**src/tbt_pkg.sv**
```systemverilog
`default_nettype none

package tbt_pkg;

	localparam int CMD_W    = 3;
	localparam int BUCKET_W = 6;
	localparam int FIELD_W  = 16;
	localparam int STATUS_W = 2;

	localparam int NUM_BUCKETS_DEF = 64;
	localparam int TOKEN_BITS_DEF  = 16;

	localparam logic [CMD_W-1:0] CMD_ALLOC  = 3'd0;
	localparam logic [CMD_W-1:0] CMD_FREE   = 3'd1;
	localparam logic [CMD_W-1:0] CMD_TICK   = 3'd2;
	localparam logic [CMD_W-1:0] CMD_FETCH  = 3'd3;
	localparam logic [CMD_W-1:0] CMD_RETURN = 3'd4;

	localparam logic [STATUS_W-1:0] ST_OK        = 2'd0;
	localparam logic [STATUS_W-1:0] ST_NOT_ALLOC = 2'd1;
	localparam logic [STATUS_W-1:0] ST_FULL      = 2'd2;

	typedef struct packed {
		logic [CMD_W-1:0]    cmd;
		logic [BUCKET_W-1:0] bucket;
		logic [FIELD_W-1:0]  amount;
		logic [FIELD_W-1:0]  refill_rate;
		logic [FIELD_W-1:0]  capacity;
	} req_t;

	typedef struct packed {
		logic [STATUS_W-1:0] status;
		logic [BUCKET_W-1:0] bucket_out;
		logic [FIELD_W-1:0]  granted;
	} rsp_t;

endpackage

`default_nettype wire

```
**src/tbt_mem.sv**
```systemverilog
`default_nettype none

module tbt_mem import tbt_pkg::*; #(
	parameter int DEPTH = NUM_BUCKETS_DEF,
	parameter int WIDTH = 1 + TOKEN_BITS_DEF + 2 * FIELD_W
) (
	input  wire logic                     clk,
	input  wire logic                     we,
	input  wire logic [$clog2(DEPTH)-1:0] waddr,
	input  wire logic [WIDTH-1:0]         wdata,
	input  wire logic                     re,
	input  wire logic [$clog2(DEPTH)-1:0] raddr,
	output      logic [WIDTH-1:0]         rdata
);

	logic [WIDTH-1:0] mem [DEPTH];

	always_ff @(posedge clk) begin
		if (we) begin
			mem[waddr] <= wdata;
		end
	end

	always_ff @(posedge clk) begin
		if (re) begin
			rdata <= mem[raddr];
		end
	end

endmodule

`default_nettype wire

```
**src/tbt_alu.sv**
```systemverilog
`default_nettype none

module tbt_alu import tbt_pkg::*; #(
	parameter int TOKEN_BITS = TOKEN_BITS_DEF
) (
	input  wire logic [CMD_W-1:0]      cmd,
	input  wire logic [TOKEN_BITS-1:0] count,
	input  wire logic [FIELD_W-1:0]    rate,
	input  wire logic [FIELD_W-1:0]    cap,
	input  wire logic [FIELD_W-1:0]    amount,
	output      logic [TOKEN_BITS-1:0] count_nxt,
	output      logic [FIELD_W-1:0]    granted
);

	localparam int LW = (TOKEN_BITS > FIELD_W) ? TOKEN_BITS : FIELD_W;
	localparam int SW = LW + 1;

	logic [LW-1:0]         count_w;
	logic [LW-1:0]         cap_w;
	logic [LW-1:0]         amount_w;
	logic [LW-1:0]         addend_w;
	logic [LW-1:0]         max_w;
	logic [TOKEN_BITS-1:0] lim;
	logic [SW-1:0]         sum;

	always_comb begin
		count_w  = LW'(count);
		cap_w    = LW'(cap);
		amount_w = LW'(amount);
		addend_w = (cmd == CMD_TICK) ? LW'(rate) : amount_w;
		max_w    = LW'({TOKEN_BITS{1'b1}});
		lim      = (cap_w >= max_w) ? {TOKEN_BITS{1'b1}} : TOKEN_BITS'(cap_w);
		sum      = SW'(count_w) + SW'(addend_w);
		if (cmd == CMD_FETCH) begin
			if (count_w >= amount_w) begin
				count_nxt = TOKEN_BITS'(count_w - amount_w);
				granted   = amount;
			end else begin
				count_nxt = '0;
				granted   = FIELD_W'(count_w);
			end
		end else begin
			count_nxt = (sum >= SW'(lim)) ? lim : TOKEN_BITS'(sum);
			granted   = '0;
		end
	end

endmodule

`default_nettype wire

```
**src/token_bucket_table.sv**
```systemverilog
`default_nettype none

// channel | role   | handshake            | payload
// req     | input  | req_valid, req_stall | req (req_t)
// rsp     | output | rsp_valid, rsp_stall | rsp (rsp_t)
//
// Free, fetch and return do one bucket memory read, then a write-back if the
// bucket is allocated; unknown commands only read. Allocate reads from index
// 0 to the first free bucket; tick walks all NUM_BUCKETS entries, one memory
// entry per cycle. A clearing pass over every entry after reset holds
// req_stall high. One command at a time; a held result register lets the next
// transfer in while rsp_stall is high, and a finishing command waits for it.

module token_bucket_table import tbt_pkg::*; #(
	parameter int NUM_BUCKETS = NUM_BUCKETS_DEF,
	parameter int TOKEN_BITS  = TOKEN_BITS_DEF
) (
	input  wire logic clk,
	input  wire logic arst_n,
	input  wire logic req_valid,
	output      logic req_stall,
	input  wire req_t req,
	output      logic rsp_valid,
	input  wire logic rsp_stall,
	output      rsp_t rsp
);

	localparam int IDX_W = $clog2(NUM_BUCKETS);
	localparam int CW    = ((IDX_W > BUCKET_W) ? IDX_W : BUCKET_W) + 1;
	localparam int EW    = 1 + TOKEN_BITS + 2 * FIELD_W;

	localparam logic [2:0] S_CLR   = 3'd0;
	localparam logic [2:0] S_IDLE  = 3'd1;
	localparam logic [2:0] S_OP    = 3'd2;
	localparam logic [2:0] S_ALLOC = 3'd3;
	localparam logic [2:0] S_TICK  = 3'd4;

	logic [2:0]       state_q;
	logic [IDX_W-1:0] ptr_q;
	req_t             req_q;
	logic [IDX_W-1:0] idx_q;
	logic             in_range_q;
	logic             rsp_valid_q;
	rsp_t             rsp_q;

	logic             accept;
	logic             slot_free;
	logic             ptr_last;
	logic             tick_go;
	logic             alloc_adv;
	logic             entry_ok;
	logic             op_needs;

	logic             re;
	logic [IDX_W-1:0] raddr;
	logic [EW-1:0]    rdata;
	logic             we;
	logic [IDX_W-1:0] waddr;
	logic [EW-1:0]    wdata;

	logic                  rd_used;
	logic [TOKEN_BITS-1:0] rd_count;
	logic [FIELD_W-1:0]    rd_rate;
	logic [FIELD_W-1:0]    rd_cap;
	logic [TOKEN_BITS-1:0] count_nxt;
	logic [FIELD_W-1:0]    alu_granted;

	logic             fin;
	rsp_t             fin_rsp;
	logic [2:0]       state_d;

	assign rd_cap   = rdata[FIELD_W-1:0];
	assign rd_rate  = rdata[2*FIELD_W-1:FIELD_W];
	assign rd_count = rdata[2*FIELD_W +: TOKEN_BITS];
	assign rd_used  = rdata[EW-1];

	assign req_stall = (state_q != S_IDLE);
	assign accept    = req_valid && !req_stall;
	assign slot_free = !rsp_valid_q || !rsp_stall;
	assign ptr_last  = (ptr_q == IDX_W'(NUM_BUCKETS - 1));
	assign tick_go   = !ptr_last || slot_free;
	assign alloc_adv = rd_used && !ptr_last;
	assign entry_ok  = in_range_q && rd_used;
	assign op_needs  = (req_q.cmd == CMD_FREE) || (req_q.cmd == CMD_FETCH) ||
		(req_q.cmd == CMD_RETURN);

	tbt_mem #(
		.DEPTH(NUM_BUCKETS),
		.WIDTH(EW)
	) u_mem (
		.clk  (clk),
		.we   (we),
		.waddr(waddr),
		.wdata(wdata),
		.re   (re),
		.raddr(raddr),
		.rdata(rdata)
	);

	tbt_alu #(
		.TOKEN_BITS(TOKEN_BITS)
	) u_alu (
		.cmd      (req_q.cmd),
		.count    (rd_count),
		.rate     (rd_rate),
		.cap      (rd_cap),
		.amount   (req_q.amount),
		.count_nxt(count_nxt),
		.granted  (alu_granted)
	);

	always_comb begin
		re    = 1'b0;
		raddr = ptr_q + IDX_W'(1);
		we    = 1'b0;
		waddr = ptr_q;
		wdata = {1'b1, count_nxt, rd_rate, rd_cap};
		fin   = 1'b0;
		fin_rsp.status     = ST_OK;
		fin_rsp.bucket_out = req_q.bucket;
		fin_rsp.granted    = '0;
		state_d = state_q;
		case (state_q)
			S_CLR: begin
				we    = 1'b1;
				wdata = '0;
				if (ptr_last) begin
					state_d = S_IDLE;
				end
			end
			S_IDLE: begin
				if (accept) begin
					re = 1'b1;
					if (req.cmd == CMD_ALLOC) begin
						raddr   = '0;
						state_d = S_ALLOC;
					end else if (req.cmd == CMD_TICK) begin
						raddr   = '0;
						state_d = S_TICK;
					end else begin
						raddr   = IDX_W'(req.bucket);
						state_d = S_OP;
					end
				end
			end
			S_OP: begin
				waddr = idx_q;
				if (slot_free) begin
					fin     = 1'b1;
					state_d = S_IDLE;
					if (op_needs && !entry_ok) begin
						fin_rsp.status = ST_NOT_ALLOC;
					end else if (op_needs) begin
						we = 1'b1;
						if (req_q.cmd == CMD_FREE) begin
							wdata = {1'b0, rdata[EW-2:0]};
						end
						if (req_q.cmd == CMD_FETCH) begin
							fin_rsp.granted = alu_granted;
						end
					end
				end
			end
			S_ALLOC: begin
				wdata = {1'b1, {TOKEN_BITS{1'b0}}, req_q.refill_rate, req_q.capacity};
				if (alloc_adv) begin
					re = 1'b1;
				end else if (slot_free) begin
					fin     = 1'b1;
					state_d = S_IDLE;
					if (!rd_used) begin
						we = 1'b1;
						fin_rsp.bucket_out = BUCKET_W'(ptr_q);
					end else begin
						fin_rsp.status     = ST_FULL;
						fin_rsp.bucket_out = '0;
					end
				end
			end
			S_TICK: begin
				if (tick_go) begin
					we = rd_used;
					if (ptr_last) begin
						fin     = 1'b1;
						state_d = S_IDLE;
					end else begin
						re = 1'b1;
					end
				end
			end
			default: begin
				state_d = S_IDLE;
			end
		endcase
	end

	always_ff @(posedge clk or negedge arst_n) begin
		if (!arst_n) begin
			state_q     <= S_CLR;
			ptr_q       <= '0;
			rsp_valid_q <= 1'b0;
		end else begin
			state_q <= state_d;
			if (fin) begin
				rsp_valid_q <= 1'b1;
			end else if (!rsp_stall) begin
				rsp_valid_q <= 1'b0;
			end
			if (accept || state_d == S_IDLE) begin
				ptr_q <= '0;
			end else if ((state_q == S_CLR) || (state_q == S_ALLOC && alloc_adv) ||
				(state_q == S_TICK && tick_go)) begin
				ptr_q <= ptr_q + IDX_W'(1);
			end
		end
	end

	always_ff @(posedge clk) begin
		if (accept) begin
			req_q      <= req;
			idx_q      <= IDX_W'(req.bucket);
			in_range_q <= (CW'(req.bucket) < CW'(NUM_BUCKETS));
		end
		if (fin) begin
			rsp_q <= fin_rsp;
		end
	end

	assign rsp_valid = rsp_valid_q;
	assign rsp       = rsp_q;

	a_op_done: assert property (@(posedge clk) disable iff (!arst_n)
		(state_q == S_OP && slot_free) |=> (state_q == S_IDLE))
		else $error("single-entry command did not finish");

	a_tick_walk: assert property (@(posedge clk) disable iff (!arst_n)
		(state_q == S_TICK && tick_go && !ptr_last) |=>
		(state_q == S_TICK && ptr_q == $past(ptr_q) + IDX_W'(1)))
		else $error("tick walk skipped an entry");

	a_grant_fetch: assert property (@(posedge clk) disable iff (!arst_n)
		(fin && fin_rsp.granted != '0) |-> (req_q.cmd == CMD_FETCH))
		else $error("tokens granted by a command other than fetch");

	a_fin_slot: assert property (@(posedge clk) disable iff (!arst_n)
		fin |-> slot_free)
		else $error("result overwrote a held transfer");

endmodule

`default_nettype wire

```
**config.mk**
```make
export PLATFORM = sky130hd
export DESIGN_NAME = token_bucket_table
export DESIGN_NICKNAME = d
export VERILOG_FILES = /design/src/tbt_pkg.sv /design/src/tbt_mem.sv /design/src/tbt_alu.sv /design/src/token_bucket_table.sv
export SDC_FILE = /design/constraint.sdc
export NUM_CORES = 2
export LEC_CHECK = 0
export BUFFER_PORTS_ARGS = -buffer_cell sky130_fd_sc_hd__buf_4
export CAP_MARGIN = 20
export CORE_ASPECT_RATIO = 0.8
export CORE_MARGIN = 1
export CORE_UTILIZATION = 25
export DETAILED_ROUTE_END_ITERATION = 8
export GPL_TIMING_DRIVEN = 0
export PLACE_DENSITY_LB_ADDON = 0.15
export SYNTH_ARGS = -nofsm -noshare
export SYNTH_HDL_FRONTEND = slang
export SYNTH_SLANG_ARGS = --single-unit
export TNS_END_PERCENT = 10
```
**constraint.sdc**
```tcl
create_clock -name clk -period 10 [get_ports clk]
set_input_delay 0.5 -clock clk [delete_from_list [all_inputs] [get_ports clk]]
set_output_delay 0.5 -clock clk [all_outputs]
set_load 0.01 [all_outputs]
```
==> results.cfg <==
[global_route]
overflow = 0
grt_usage_pct = 21.9
grt_max_degree = 67
first_global_vias = 81100
grt_pass1_wl_um = 769000
antenna_found_initial = 121

[worst_setup_path]
end_kind = register
crit_top_cell = o21ai_0
start_kind = register
required_ns = 10.78
crit_fanout = 24
cp.arrival_ns = 8.21
ff2ff_setup_slack_ns = 2.57
cp_slowest_cell = nor3b_1
cp_num_buf_inv = 4
critical_path_class = reg2reg
crit_chain = nor3b_1, clkbuf_1, o21ai_0, ha_1, a211oi_1, o21a_1, o21ai_0, a41o_1, a31oi_1, xnor2_1, ha_1, nand2_1, a31o_2, a21oi_1, o31ai_1, a21oi_1, or2_2, buf_2, buf_2, o21ai_0, o21ai_4, buf_12
cpLargestDelayFamily = compound AO/OA/AOI/OAI gates
cpPeakStageDelay_ns = 0.80

[floorplan]
initial_core_util_pct = 25.2
core_area_sq_mm = 0.513
ios = 87
dieArea_sq_mm = 0.519
rows = 235
die_y_um = 645
die-width_um = 805

[pwr]
power_density_mw_per_mm2 = 366
ir_drop_v = 0.000364
p_leak_nw = 52.5

[detailed_routing]
drc = 0
detail_route.wl_per_cell_um = 33.6
drtPass1Iterations = 6
routed-via-count = 88800
ant_nets = 0
wl_um = 590000
drtIter0Drc = 13700
vias_per_cell = 5.06

[synthesis]
syn_inst = 9269
ys.flop_type = edfxtp_1
ys_ff_latch = 3276
syn_avg_cell_area_sq_um = 13.9
synthesis.area_sq_mm = 0.129
synth_cell_types = 68
synth_area_leaders = edfxtp_1, nand2_1, a21oi_1, mux2i_1, nor4_1
async_reset_ff_share_pct = 0.305
synthXorXnorAreaFrac_pct = 0.210
synth-simple-area-share_pct = 10.1
yosys.area.top_type_share_pct = 76.0
synth.area.mux_share_pct = 3.18
yosysSeqAreaShare_pct = 76.2
synth_compound_area_share_pct = 7.83
ys.warnings.count = 0
synth_nets = 9383
yosysTopAreaCell = edfxtp_1
synth.most_common_cell = edfxtp_1
ys_top_cells_by_count = edfxtp_1, nand2_1, a21oi_1
synth_top_family_by_area = simple AND/OR/NAND/NOR gates
synth_edf_count = 3266
synth_adder_area_share_pct = 0.525

[clock_tree]
cts_tree = yes
clockBufferDepth = 4
cts_sinks = 3276
cts_root_buffer = clkbuf_16
clkLatencyLatePin_ns = 1.02
cts_setup_buffers = 0
cts_buffers = 360
h-tree-depth = 5
cts.reportedPaths.clkPinSlew_ns = 0.06

[placed_design]
dpl.hpwl_um = 424000
dpl_cell_area_sq_mm = 0.147
routabilityCongestion = 1.23
numPortBuffers = 86

[worst_hold_path]
min_path_type = in2reg

[sta]
rsz0062_at_grt = false
finClkSkew_ns = 0.0539
drv_slew = 0
setup_viol = 0
slew_headroom_pct = 3.35
hold_viol = 0
hold-worst-slack_ns = 0.242
fmax_mhz = 135
worstMarginPinSlew_ns = 1.44
post-route-min-period_ns = 7.43
min_period_over_period_pct = 74.3

[run]
maxCapViolCount = 0

[final_layout]
fillers = 50800
drive_above_1_share_pct = 14.2
final_net_count = 10300
design_area_sq_mm = 0.159
area_delta_synth_final_pct = 23.3

[status]
outcome = finished clean
-- power breakdown --
group	switching [mW]	total, mW	internal, mW
Sequential	0.324	19.8	19.4
Combinational	19.4	25.2	5.76
Clock	5.75	13.3	7.58
-- sequential cells by signal, indices dropped and copies added (netlist names) --
name,count
req_q,51
u_mem.rdata,49
state_q,3
rsp,24
idx_q,6
ptr_q,6
u_mem.mem,3136
rsp_valid,1
-- kinds of logic after synthesis --
family	Yosys count
adder cells (fa/ha/maj)	53
buffers and inverters	618
XOR/XNOR	31
AND/OR/NAND/NOR	3085
AO/OA/AOI/OAI	1796
flip-flops	3276
multiplexers	410
-- final timing paths --
| path | startpoint | end | cells past startpoint |
|---|---|---|---|
| min | req[38] | req_q[38]$_DFFE_PP_ | 2 |
| max | req_q[56]$_DFFE_PP_ | u_mem.mem[55][34]$_DFFE_PP_ | 22 |
| max reg2reg | req_q[56]$_DFFE_PP_ | u_mem.mem[55][34]$_DFFE_PP_ | 22 |
| min in group asynchronous | arst_n | ptr_q[2]$_DFFE_PN0P_ | 3 |
| min reg2reg | idx_q[0]$_DFFE_PP_ | rsp[16]$_DFFE_PP_ | 1 |
| max in group asynchronous | arst_n | ptr_q[0]$_DFFE_PN0P_ | 3 |
-- metrics by stage --
| stage | util, % | setup WS [ns] | power, mW | std cells | setup TNS, ns |
|---|---|---|---|---|---|
| 2_1_floorplan | - | 2.43 | 29.0 | 9269 | 0 |
| 3_3_place_gp | 27.0 | -8.36 | 41.5 | 16200 | -5764.77 |
| 3_5_place_dp | 28.6 | 2.67 | 44.3 | 16600 | 0 |
| 4_1_cts | 30.9 | 2.64 | 57.7 | 17400 | 0 |
| 5_1_grt | 31.0 | 2.21 | 59.5 | 17500 | 0 |
| 6_report | 31.0 | 2.57 | 58.3 | 17500 | 0 |
-- worst register-to-register path, delay by kind of cell (launching register included) --
| kind | cells | cell delay [ns] |
|---|---|---|
| AO/OA/AOI/OAI | 12 | 3.48 |
| XOR/XNOR | 1 | 0.13 |
| AND/OR/NAND/NOR | 3 | 1.09 |
| flip-flops | 1 | 0.47 |
| buffers and inverters | 4 | 1.28 |
| adder cells (fa/ha/maj) | 2 | 0.75 |
-- repair_timing --
| action | CTS | global route |
|---|---|---|
| resized for setup | 0 | 0 |
| hold endpoints to repair | 70 | 0 |
| hold buffers | 61 | 0 |
-- layout make-up --
type	instances	area (sq um)	share of cell area, %
inverter	45	171	0.108
clock inverter	204	1980	1.24
buffer	573	2460	1.55
antenna	158	395	0.248
tap	6873	8600	5.40
sequential	3276	98300	61.8
timing repair buffer	591	7970	5.01
clock buffer	452	9490	5.96
multi-input combinational	5375	29800	18.7
-- layout by cell type (no fill, tap or decap), types with 33 or more instances in the layout --
master / instances
a211oi_1: 175
a21oi_1: 1223
buf_1: 49
buf_12: 155
buf_16: 74
buf_2: 264
buf_4: 203
bufinv_16: 33
clkbuf_1: 385
clkbuf_16: 366
clkinv_1: 84
clkinv_2: 58
diode_2: 158
dlygate4sd3_1: 61
edfxtp_1: 3266
ha_1: 51
inv_1: 44
mux2i_1: 408
nand2_1: 2425
nor2_1: 59
nor2_4: 64
nor4_1: 303
nor4_2: 91
o21ai_0: 49
o22ai_1: 198
or4_1: 51
-- per-layer routing --
| metal | track usage, % | vias up | wire [um] |
|---|---|---|---|
| li1 | - | 36900 | - |
| met1 | 32.6 | 46200 | 264000 |
| met2 | 29.8 | 4905 | 235000 |
| met3 | 6.22 | 801 | 66800 |
| met4 | 8.47 | 18 | 23800 |
| met5 | 0.305 | - | 127 |
(Power assumes the default switching activity.)
